===== config.mk =====
export PLATFORM = sky130hd
export DESIGN_NAME = hrl_queue
export DESIGN_NICKNAME = d
export VERILOG_FILES = /design/src/rtl/core/hrl_pkg.sv /design/src/rtl/core/hrl_queue.sv
export SDC_FILE = /design/constraint.sdc
export NUM_CORES = 1
export LEC_CHECK = 0
export BUFFER_PORTS_ARGS = -buffer_cell sky130_fd_sc_hd__buf_2
export CORE_MARGIN = 4
export CORE_UTILIZATION = 51
export CTS_CLUSTER_SIZE = 30
export DETAILED_ROUTE_END_ITERATION = 16
export GPL_TIMING_DRIVEN = 0
export PLACE_DENSITY = 0.78
export SKIP_CTS_REPAIR_TIMING = 1
export SLEW_MARGIN = 20
export SYNTH_ARGS = -nofsm -noshare
export SYNTH_HDL_FRONTEND = slang
export SYNTH_SLANG_ARGS = --single-unit

===== constraint.sdc =====
create_clock -name clock -period 2.7 [get_ports clock]
set_clock_uncertainty 0.15 [all_clocks]
set_input_delay 0.135 -clock clock [delete_from_list [all_inputs] [get_ports clock]]
set_output_delay 0.135 -clock clock [all_outputs]
set_load 0.01 [all_outputs]

===== src/rtl/core/hrl_pkg.sv =====
// Package for the hex record image loader: sizes, character codes, record
// kinds, status codes and the queue item type. Depends on nothing.
package hrl_pkg;

   localparam int IMAGE_DEPTH = 65536;
   localparam int LINE_LIMIT  = 1024;
   localparam int IMG_AW      = $clog2(IMAGE_DEPTH);
   localparam int LP_W        = $clog2(LINE_LIMIT + 1);
   localparam int MAX_DECODED = 256 + 5;
   localparam int QUEUE_DEPTH = 2;

   localparam logic [16:0] LENGTH_MAX = 17'h1FFFF;

   localparam logic [7:0] KIND_DATA   = 8'h00;
   localparam logic [7:0] KIND_EOF    = 8'h01;
   localparam logic [7:0] KIND_EXTLIN = 8'h04;

   localparam logic [7:0] CHAR_PLUS  = 8'h2B;
   localparam logic [7:0] CHAR_COLON = 8'h3A;
   localparam logic [7:0] CHAR_LF    = 8'h0A;
   localparam logic [7:0] CHAR_CR    = 8'h0D;
   localparam logic [7:0] CHAR_NUL   = 8'h00;

   typedef enum logic [2:0] {
      ST_CONTINUE    = 3'd0,
      ST_DONE        = 3'd1,
      ST_BAD_LINE    = 3'd2,
      ST_BAD_SUM     = 3'd3,
      ST_LINE_OVF    = 3'd4,
      ST_IMAGE_OVF   = 3'd5,
      ST_IMAGE_EMPTY = 3'd6
   } status_type;

   typedef struct packed {
      logic        is_read;
      logic        plus;
      logic        line_end;
      logic        colon;
      logic        hex;
      logic [3:0]  nibble;
      logic [15:0] read_address;
   } item_type;

endpackage


===== src/rtl/core/hrl_queue.sv =====
// Short queue between the front end and the back end of the loader.
// Depends on hrl_pkg for its depth and item type.
module hrl_queue (
   input  logic              clock,
   input  logic              reset,
   input  logic              push,
   input  hrl_pkg::item_type push_item,
   output logic              full,
   input  logic              pop,
   output logic              not_empty,
   output hrl_pkg::item_type head
);
   import hrl_pkg::*;

   localparam int QP_W  = (QUEUE_DEPTH > 1) ? $clog2(QUEUE_DEPTH) : 1;
   localparam int CNT_W = $clog2(QUEUE_DEPTH + 1);

   item_type           slot_ff [QUEUE_DEPTH];
   logic [QP_W-1:0]    wr_ptr_ff, wr_ptr_in;
   logic [QP_W-1:0]    rd_ptr_ff, rd_ptr_in;
   logic [CNT_W-1:0]   count_ff, count_in;

   assign full      = (count_ff == CNT_W'(QUEUE_DEPTH));
   assign not_empty = (count_ff != '0);
   assign head      = slot_ff[rd_ptr_ff];

   always_comb begin
      wr_ptr_in = wr_ptr_ff;
      rd_ptr_in = rd_ptr_ff;
      count_in  = count_ff;
      if (push) begin
         wr_ptr_in = (wr_ptr_ff == QP_W'(QUEUE_DEPTH - 1)) ? '0 : QP_W'(wr_ptr_ff + 1'b1);
      end
      if (pop) begin
         rd_ptr_in = (rd_ptr_ff == QP_W'(QUEUE_DEPTH - 1)) ? '0 : QP_W'(rd_ptr_ff + 1'b1);
      end
      if (push && !pop) begin
         count_in = CNT_W'(count_ff + 1'b1);
      end else if (pop && !push) begin
         count_in = CNT_W'(count_ff - 1'b1);
      end
   end

   always_ff @(posedge clock) begin
      if (reset) begin
         wr_ptr_ff <= '0;
         rd_ptr_ff <= '0;
         count_ff  <= '0;
      end else begin
         wr_ptr_ff <= wr_ptr_in;
         rd_ptr_ff <= rd_ptr_in;
         count_ff  <= count_in;
      end
   end

   always_ff @(posedge clock) begin
      if (push) begin
         slot_ff[wr_ptr_ff] <= push_item;
      end
   end

endmodule


# ---- Word level (Yosys, flattened, before mapping)
# Memory sizes are Yosys's and may differ from the RTL's. A register that Yosys moved wholly into a read port is not among the register bits.
# Cells that the tools add are included.
dict set report op_classes {
  n_addsub 4
  n_eq_ne 1
  n_mux 8
  reduce_logical 6
}
# operator count
set op_table {}
lappend op_table {{$mux 1} 6}
lappend op_table {{$mux 2} 2}
lappend op_table {{$reduce_bool 2->1} 2}
lappend op_table {{$add 1x1->1 const B} 2}
lappend op_table {{$add 2x1->2 const B} 1}
lappend op_table {{$eq 2x2->1 const B} 1}
lappend op_table {{$logic_and 1x1->1} 2}
lappend op_table {{$logic_not 1->1} 2}
lappend op_table {{$sub 2x1->2 const B} 1}
dict set report word_totals {
  ff_bits 4
  ramBits 50
  out_inout_bits 27
  wordCells 23
  mem_count 1
}
# name depth width rd rd_ports_with_merged_regs write_ports line
set memory_table {}
lappend memory_table {slot_ff 2 25 1 1 1 hrl_queue.sv:18} ;# item_type slot_ff [QUEUE_DEPTH];

# ---- Depth between registers and ports, before layout
dict set report logic_depth {
  word_depth 4
  mapped_depth 5
  depth_no_buf 5
}

# ---- Worst setup path before layout
# Ideal clock, no wire load.
dict set report synth_path {
  kind {flip-flop to flip-flop}
  from {register wr_ptr_ff}
  to {memory slot_ff[0][0] in the netlist's numbering (enable)}
  setup_time_ns 0.410
  arrival_ns 1.460
  t_required_ns 2.140
  setup_slack_ns 0.680
  stages_incl_launch_ff 2
  synth_period_minus_slack_ns 2.020
  path_cell_list {dfxtp_1 -> nor2b_1}
}
# element line
set synth_lines {}
lappend synth_lines {{start, declared} hrl_queue.sv:19} ;# logic [QP_W-1:0] wr_ptr_ff, wr_ptr_in;
lappend synth_lines {{start signal, assigned} hrl_queue.sv:50} ;# wr_ptr_ff <= wr_ptr_in;
lappend synth_lines {{end, declared} hrl_queue.sv:18}
# No word-level cell before the write port.

==> metrics.cfg <==
[outcome]
status=finished with violations
violations=negative hold slack

[die]
std_cell_rows=22
core_area_um2=3740
dieWidth_um=70.8
ios=56
die_h_um=70.8
dieArea_um2=5020
start_util_pct=53.8

[placed_design]
dp_hpwl_um=2310
placed_area_um2=2360
dp_cells=203
pre_cts_slack_ps=802
gp_congestion=0.664
port-buffer-count=55

[setup_path]
cp_max_fo=10
cp_cell_sequence=buf_2, buf_4, mux2_2, buf_2
critical_path_class=flop to output port
critPathLaunchType=flop
cp.required_ps=2410
crit_path_end_kind=output port
r2r_slack_ps=1220
cpMostUsedCell=buf_2
crit_arrival_ps=1500
worst_r2r_path_depth=1
critical-path-slowest-cell=mux2_2
worst_path_largest_cell_delay_ps=350

[synthesis]
netlist_instances=100
synth.distinct_cells=17
ys_seq_area_share_pct=79.6
syn_area_um2=2010
synth_nets=130
ys_warn_count=0
avgSynthCellArea_um2=20.1
ys_ff_latch=55

[timing]
fin_tns_setup_ps=0
min_period_ps=1780
fmax_mhz=561
finalSetupViolations=0
worst_slew_pin_slew_ps=704
fin_ws_ps=917
hold_viol=3
rsz0062_at_grt=no
post-route-period-util_pct=66.0
hold_slack_ps=-27.9
relSlewSlack_pct=52.9
slew_viol_final=0

[grt]
grt_pass1_wl_um=5120
gr-total-overflow=0
grt_max_degree=26
antenna_found_initial=0
grt_usage_pct=13.6
grt_pass1_vias=1110

[clock_network]
clk_latency_ps=290
path_clk_slew_ps=80
cts_buffers=5
cts_buffer_depth=2
htree_num_levels=2
cts_tree=built
root_buffer=clkbuf_8
cts_sinks=55

[route]
top_layer=met4
drtPass1Iterations=4
dr_wl_met3_um=141
dr_total_vias=1120
postRouteWirelength_um=3430
drtIter0Drc=45
wl_per_cell_um=14.5
wl_met1_um=1210
ant_nets=0
dr_wl_met2_um=2040
viasPerCell=4.73
post-route-drc-count=0

[final_layout]
final_cells=237
area_growth_pct=34.0
n_antenna_cell=0
final_area_um2=2700
layout-drive-gt1-share_pct=48.7
post-route-util_pct=72.1
layout_common_cells=buf_2 (56), edfxtp_1 (50), dlygate4sd3_1 (26)
final_common_cell=buf_2
nets=218

[power]
p_total_mw=1.66
power.density_nw_per_um2=614
vdd_drop_max_mv=0.443
p_leak_nw=1.05

[job]
maxCapViolCount=0

[hold_path]
hp-class=primary input to flop
holdPathStages=3

[state kept, by name, summed over array words and instances (netlist names), named ones only]
register,count
rd_ptr_ff,1
count_ff,2
wr_ptr_ff,1
slot_ff,50
[layout make-up]
class | count | area [µm²]
multi-input cells | 41 | 397
plain buffers | 3 | 20.0
flip-flops and latches | 55 | 1600
fillers | 248 | 1050
inverters | 1 | 3.75
clock buffers | 8 | 80.1
repair buffers | 81 | 536
well taps | 48 | 60.1
[synth_stat cells (all sizes together)]
| cell type | count | share of area, % |
|---|---|---|
| nor2b | 1 | 0.31 |
| or3 | 1 | 0.31 |
| edfxtp | 50 | 75 |
| nor2 | 4 | 0.75 |
| and2 | 1 | 0.31 |
| dfxtp | 5 | 5.0 |
| mux2 | 25 | 14 |
| a21oi | 1 | 0.25 |
| xnor2 | 2 | 0.87 |
| and2b | 1 | 0.44 |
| o21ai | 1 | 0.25 |
| ha | 1 | 0.62 |
| inv | 1 | 0.19 |
| or2 | 1 | 0.31 |
| buf | 3 | 0.99 |
| xor2 | 2 | 0.87 |
[critical path: cells and delay by family (launching register included)]
kind,cells,cell delay (ps)
mux,1,350
buf+inv,3,540
flops,1,310
[layer usage]
metal,global-route usage (%),up-vias
met5,0,-
li1,-,553
met2,25.3,31
met4,5.64,0
met1,13.9,532
met3,4.12,4
[cell families after synthesis]
kind of cell | after synthesis | share of synthesized area [%]
AOI/OAI and AO/OA | 2 | 0.497
xor gates and xnor gates | 4 | 1.74
adders and majority gates | 1 | 0.621
buffers and inverters | 4 | 1.18
DFF | 55 | 79.6
muxes | 25 | 14.0
and+or+nand+nor | 9 | 2.42
[worst paths after layout]
path / startpoint / endpoint
max: flop / head[12]
min: pop / flop
max reg2reg: wr_ptr_ff / slot_ff[1][2]
min reg2reg: rd_ptr_ff / flop
[report_power, final]
| part | total (mW) | internal, mW | switching (mW) |
|---|---|---|---|
| logic | 0.244 | 0.130 | 0.113 |
| clock network | 0.406 | 0.184 | 0.222 |
| registers | 1.01 | 0.989 | 0.0179 |
(Power assumes the default switching activity.)
