===== src/rtl/core/hrl_pkg.sv =====
// Package for the hex record image loader: sizes, character codes, record
// kinds, status codes and the queue item type. Depends on nothing.
package hrl_pkg;

   localparam int IMAGE_DEPTH = 65536;
   localparam int LINE_LIMIT  = 1024;
   localparam int IMG_AW      = $clog2(IMAGE_DEPTH);
   localparam int LP_W        = $clog2(LINE_LIMIT + 1);
   localparam int MAX_DECODED = 256 + 5;
   localparam int QUEUE_DEPTH = 2;

   localparam logic [16:0] LENGTH_MAX = 17'h1FFFF;

   localparam logic [7:0] KIND_DATA   = 8'h00;
   localparam logic [7:0] KIND_EOF    = 8'h01;
   localparam logic [7:0] KIND_EXTLIN = 8'h04;

   localparam logic [7:0] CHAR_PLUS  = 8'h2B;
   localparam logic [7:0] CHAR_COLON = 8'h3A;
   localparam logic [7:0] CHAR_LF    = 8'h0A;
   localparam logic [7:0] CHAR_CR    = 8'h0D;
   localparam logic [7:0] CHAR_NUL   = 8'h00;

   typedef enum logic [2:0] {
      ST_CONTINUE    = 3'd0,
      ST_DONE        = 3'd1,
      ST_BAD_LINE    = 3'd2,
      ST_BAD_SUM     = 3'd3,
      ST_LINE_OVF    = 3'd4,
      ST_IMAGE_OVF   = 3'd5,
      ST_IMAGE_EMPTY = 3'd6
   } status_type;

   typedef struct packed {
      logic        is_read;
      logic        plus;
      logic        line_end;
      logic        colon;
      logic        hex;
      logic [3:0]  nibble;
      logic [15:0] read_address;
   } item_type;

endpackage


===== src/rtl/core/hrl_front.sv =====
// Front end of the hex record image loader: accepts input beats and
// classifies each received character. Depends on hrl_pkg.
module hrl_front (
   input  logic              req_tvalid,
   output logic              req_tready,
   input  logic              req_tuser,   // func
   input  logic [23:0]       req_tdata,   // byte_in [7:0], read_address [23:8]
   input  logic              q_full,
   output logic              push,
   output hrl_pkg::item_type push_item
);
   import hrl_pkg::*;

   logic [7:0] ch;
   logic       is_digit;
   logic       is_lower;
   logic       is_upper;

   assign ch       = req_tdata[7:0];
   assign is_digit = (ch >= 8'h30) && (ch <= 8'h39);
   assign is_lower = (ch >= 8'h61) && (ch <= 8'h66);
   assign is_upper = (ch >= 8'h41) && (ch <= 8'h46);

   assign req_tready = !q_full;
   assign push       = req_tvalid && !q_full;

   always_comb begin
      push_item.is_read      = req_tuser;
      push_item.plus         = (ch == CHAR_PLUS);
      push_item.line_end     = (ch == CHAR_LF) || (ch == CHAR_CR) || (ch == CHAR_NUL);
      push_item.colon        = (ch == CHAR_COLON);
      push_item.hex          = is_digit || is_lower || is_upper;
      push_item.nibble       = is_digit ? ch[3:0] : 4'(ch[3:0] + 4'd9);
      push_item.read_address = req_tdata[23:8];
   end

endmodule


===== config.mk =====
export PLATFORM = sky130hd
export DESIGN_NAME = hrl_front
export DESIGN_NICKNAME = d
export VERILOG_FILES = /design/src/rtl/core/hrl_pkg.sv /design/src/rtl/core/hrl_front.sv
export SDC_FILE = /design/constraint.sdc
export NUM_CORES = 1
export LEC_CHECK = 0
export ABC_CLOCK_PERIOD_IN_PS = 1950
export BUFFER_PORTS_ARGS = -buffer_cell sky130_fd_sc_hd__buf_4
export CAP_MARGIN = 20
export CELL_PAD_IN_SITES_DETAIL_PLACEMENT = 0
export CELL_PAD_IN_SITES_GLOBAL_PLACEMENT = 1
export CORE_UTILIZATION = 21
export DETAILED_ROUTE_END_ITERATION = 6
export GPL_ROUTABILITY_DRIVEN = 1
export PLACE_DENSITY_LB_ADDON = 0.1
export REMOVE_ABC_BUFFERS = 1
export SYNTH_ARGS = -nofsm -noshare
export SYNTH_HDL_FRONTEND = slang
export SYNTH_SLANG_ARGS = --single-unit

===== constraint.sdc =====
create_clock -name vclk -period 1.95
set_input_delay 0.39 -clock vclk [all_inputs]
set_output_delay 0.39 -clock vclk [all_outputs]
set_load 0.01 [all_outputs]

=== After elaboration in Yosys (flattened, before gate mapping) ===
Cells that the tools add are included.

* Equality and inequality tests: 4
* Magnitude comparators: 6
* Reduce and logical (&&, ||, !) cells: 10
* Add/sub/neg operators: 1
* Muxes and demuxes: 1

{| class="wikitable"
|+ Operators by type and width
! cell !! count
|-
| equality test 8 x 4 -> 1 bit (second input constant) || 2
|-
| equality test 8 x 6 -> 1 bit (second input constant) || 2
|-
| >= comparator 8 x 7 -> 1 bit (second input constant) || 2
|-
| <= comparator 8 x 7 -> 1 bit (second input constant) || 2
|-
| >= comparator 8 x 6 -> 1 bit (second input constant) || 1
|-
| <= comparator 8 x 6 -> 1 bit (second input constant) || 1
|-
| zero test 8 bit || 1
|-
| adder 4 bit (second input constant) || 1
|-
| logical AND 1 bit || 4
|-
| logical OR 1 bit || 4
|-
| 2-to-1 mux 4 bit || 1
|-
| zero test 1 bit || 1
|}

* Flip-flop bits (word level): 0
* Word-level logic and storage cells: 22
* Input port bits: 27

=== Longest topological paths before layout ===
* Word-level depth: 4
* Mapped depth: 5
* Gate-level depth less buffers: 5

=== Worst setup path after synthesis ===
No wires, ideal clock.

* Kind: input port to output port
* From: input port req_tdata[0]
* To: output port push_item[17] in the netlist's numbering
* Slack: 0.186 ns
* Data required time: 1.560 ns
* Arrival: 1.374 ns
* Stages: 5
* Cells stage by stage: inv_1 > ha_1 > nor3b_2 > nor4_4 > mux2_1

{| class="wikitable"
|+ RTL lines
! element !! RTL line !! text
|-
| start: declaration || hrl_front.sv:7 || <nowiki>input logic [23:0] req_tdata,</nowiki>
|-
| end: declaration || hrl_front.sv:10 || <nowiki>output hrl_pkg::item_type push_item</nowiki>
|}

==> flow_metrics.tcl <==
set metrics [dict create \
    cp_common_cell "buf_6" \
    ir_drop_mv 0.08059 \
    coreArea_um2 1821 \
    drtPass1Iterations 2 \
    routed.top_layer "met3" \
    required_ps 1560 \
    synth_top_area_cell "buf_4" \
    seq_area_frac_synth_pct 0 \
    seq_area_um2 0 \
    cap_violations 0 \
    met3WireLength_um 218 \
    crit_path_cell_trace "buf_6 -> nand3b_1 -> nor4_4 -> mux2_4 -> buf_6" \
    min_path_type "in2out" \
    hold_slack_ps 780.1 \
    p_leak_nw 0.3044 \
    ios 54 \
    ant_nets 0 \
    track_usage_pct 12.78 \
    gp_congestion 0.6913 \
    min_from "req_tdata[15]" \
    synthToLayoutAreaGrowth_pct 52.92 \
    syn_inst 54 \
    synthTopCellsByCount "buf_4 (17), ha_1 (5), nor3_1 (4), inv_1 (3), xnor2_1 (3)" \
    utilization_pct 35.95 \
    seq_cell_count 0 \
    max_stage_delay_ps 330 \
    status "complete, no violations" \
    fill_cells 196 \
    tightest_slew_ps 291.5 \
    p_sw_share_pct 41.73 \
    comb_power_share_pct 100.0 \
    wl_met1_um 605 \
    crit_arrival_ps 1530 \
    die_x_um 47.14 \
    wl_um 1343 \
    critical_path_class "in2out" \
    insertedDiodeCount 0 \
    min_period_ps 1917 \
    syn_area_per_cell_um2 7.924 \
    die_h_um 47.14 \
    vias_per_cell 4.479 \
    floorplan.initialDensity_pct 23.51 \
    grt_pass1_vias 431 \
    finalSetupViolations 0 \
    seqPwrFrac_pct 0 \
    yosysWarnings 0 \
    cts_hold_buf 0 \
    grt.overflow.total 0 \
    drc 0 \
    holdPathEnd "push_item[7]" \
    drive_gt1_share_pct 64.79 \
    crit_path_max_fanout 4 \
    grt_max_degree 7 \
    wl_per_cell_um 13.99 \
    intPower_mw 0.07619 \
    met2_length_um 519 \
    nClkBuffers 0 \
    grt_antenna_before_repair 0 \
    slew_violations 0 \
    maxSlewHeadroom_pct 80.51 \
    end_kind "output port" \
    final-hold-violation-count 0 \
    timing.fmax_ghz 0.5215 \
    final_cell_area_um2 654.4 \
    place_inst 94 \
    netlist.area_leader.share_pct 29.82 \
    ys_types 21 \
    rsz0062_at_grt "yes" \
    synthTopCellsByArea "buf_4 (30%), ha_1 (15%), xnor2_1 (6.1%)" \
    syn_area_um2 427.9 \
    cp-start-kind "input port" \
    holdPathStages 0 \
    num_vias 430 \
    clockPowerShare_pct 0 \
    die_area_um2 2222 \
    hpwlAfterDp_um 1101 \
    synth.most_common_cell "buf_4" \
    post_dp_cell_area_um2 568.0 \
    grt_pass1_wl_um 2028 \
    cp_slowest_cell "mux2_4" \
    crit_path_start "req_tdata[6]" \
    pwr_density_cell_nw_per_um2 199.8 \
    instances_no_fill 96 \
    nets 105 \
    first_iter_violations 3 \
    rows 15 \
    p_switching_mw 0.05456 \
    period_share_pct 98.33 \
    port_buffers 20 \
]
[layout by cell type, fill, tap and decap left out, types with 2 or more instances in the layout]
cell type / synthesis / final
nand3b_1: 2 / 2
buf_6: 1 / 3
o41ai_2: 0 / 2
nand2_1: 2 / 2
buf_4: 17 / 32
nand3_1: 2 / 2
nor3b_1: 2 / 2
ha_1: 5 / 3
a2bb2oi_1: 2 / 2
xnor2_1: 3 / 2
ha_4: 0 / 2
nor3_1: 4 / 4
[worst max-delay path by stage]
stage	end	slack [ps]	depth (start not counted)
floorplan	push_item[17]	190	5
detailed placement	push_item[18]	-160	9
global route	push_item[18]	-10	6
CTS	push_item[17]	8	7
global placement	push_item[18]	-180	9
finish	push_item[17]	30	5
[cell type report]
| class | instances | area, µm² | share of cell area [%] |
|---|---|---|---|
| multi-input combinational | 33 | 335.3 | 51.24 |
| tap | 25 | 31.28 | 4.780 |
| inverter | 3 | 13.76 | 2.103 |
| timing repair buffer | 35 | 274.0 | 41.87 |
[repair_timing]
| action | in CTS | in global routing |
|---|---|---|
| pin swaps | 4 | 1 |
| setup endpoints to repair | 3 | 3 |
| resized for setup | 15 | 0 |
| setup buffers | 2 | 1 |
[worst max-delay path, delay by kind of cell]
| family | cells | cell delay, ps |
|---|---|---|
| buffers and inverters | 2 | 210 |
| AND/OR/NAND/NOR | 2 | 590 |
| multiplexers | 1 | 330 |
[per-layer routing]
| layer | track usage [%] | vias to the layer above |
|---|---|---|
| li1 | - | 204 |
| met1 | 15.91 | 191 |
| met2 | 17.50 | 35 |
| met3 | 10.38 | 0 |
| met4 | 0 | 0 |
| met5 | 7.500 | - |
[cell families (layout without fill, tap and decap cells)]
family,after synthesis,after routing,synth area share (%)
buffers and inverters,21,38,35.09
and+or+nand+nor,18,18,29.82
adders and majority gates,5,5,14.62
AOI/OAI and AO/OA,5,5,9.357
xor gates and xnor gates,3,3,6.141
muxes,2,2,4.971
[power groups by stage]
stage / sequential [mW] / clock (mW) / combinational (mW)
floorplan: 0 / 0 / 0.0427
global placement: 0 / 0 / 0.113
detailed placement: 0 / 0 / 0.112
CTS: 0 / 0 / 0.131
global route: 0 / 0 / 0.141
finish: 0 / 0 / 0.131
[through the flow]
step                TNS [ps]  power, mW  setup slack, ps
CTS                        0     0.1310            8.241
floorplan                  0    0.04265            186.5
global placement      -352.6     0.1130           -176.0
detailed placement    -316.5     0.1119           -159.4
finish                     0     0.1307            32.59
global route          -9.942     0.1412           -9.942
No activity file was read; power rests on OpenSTA's default activity.
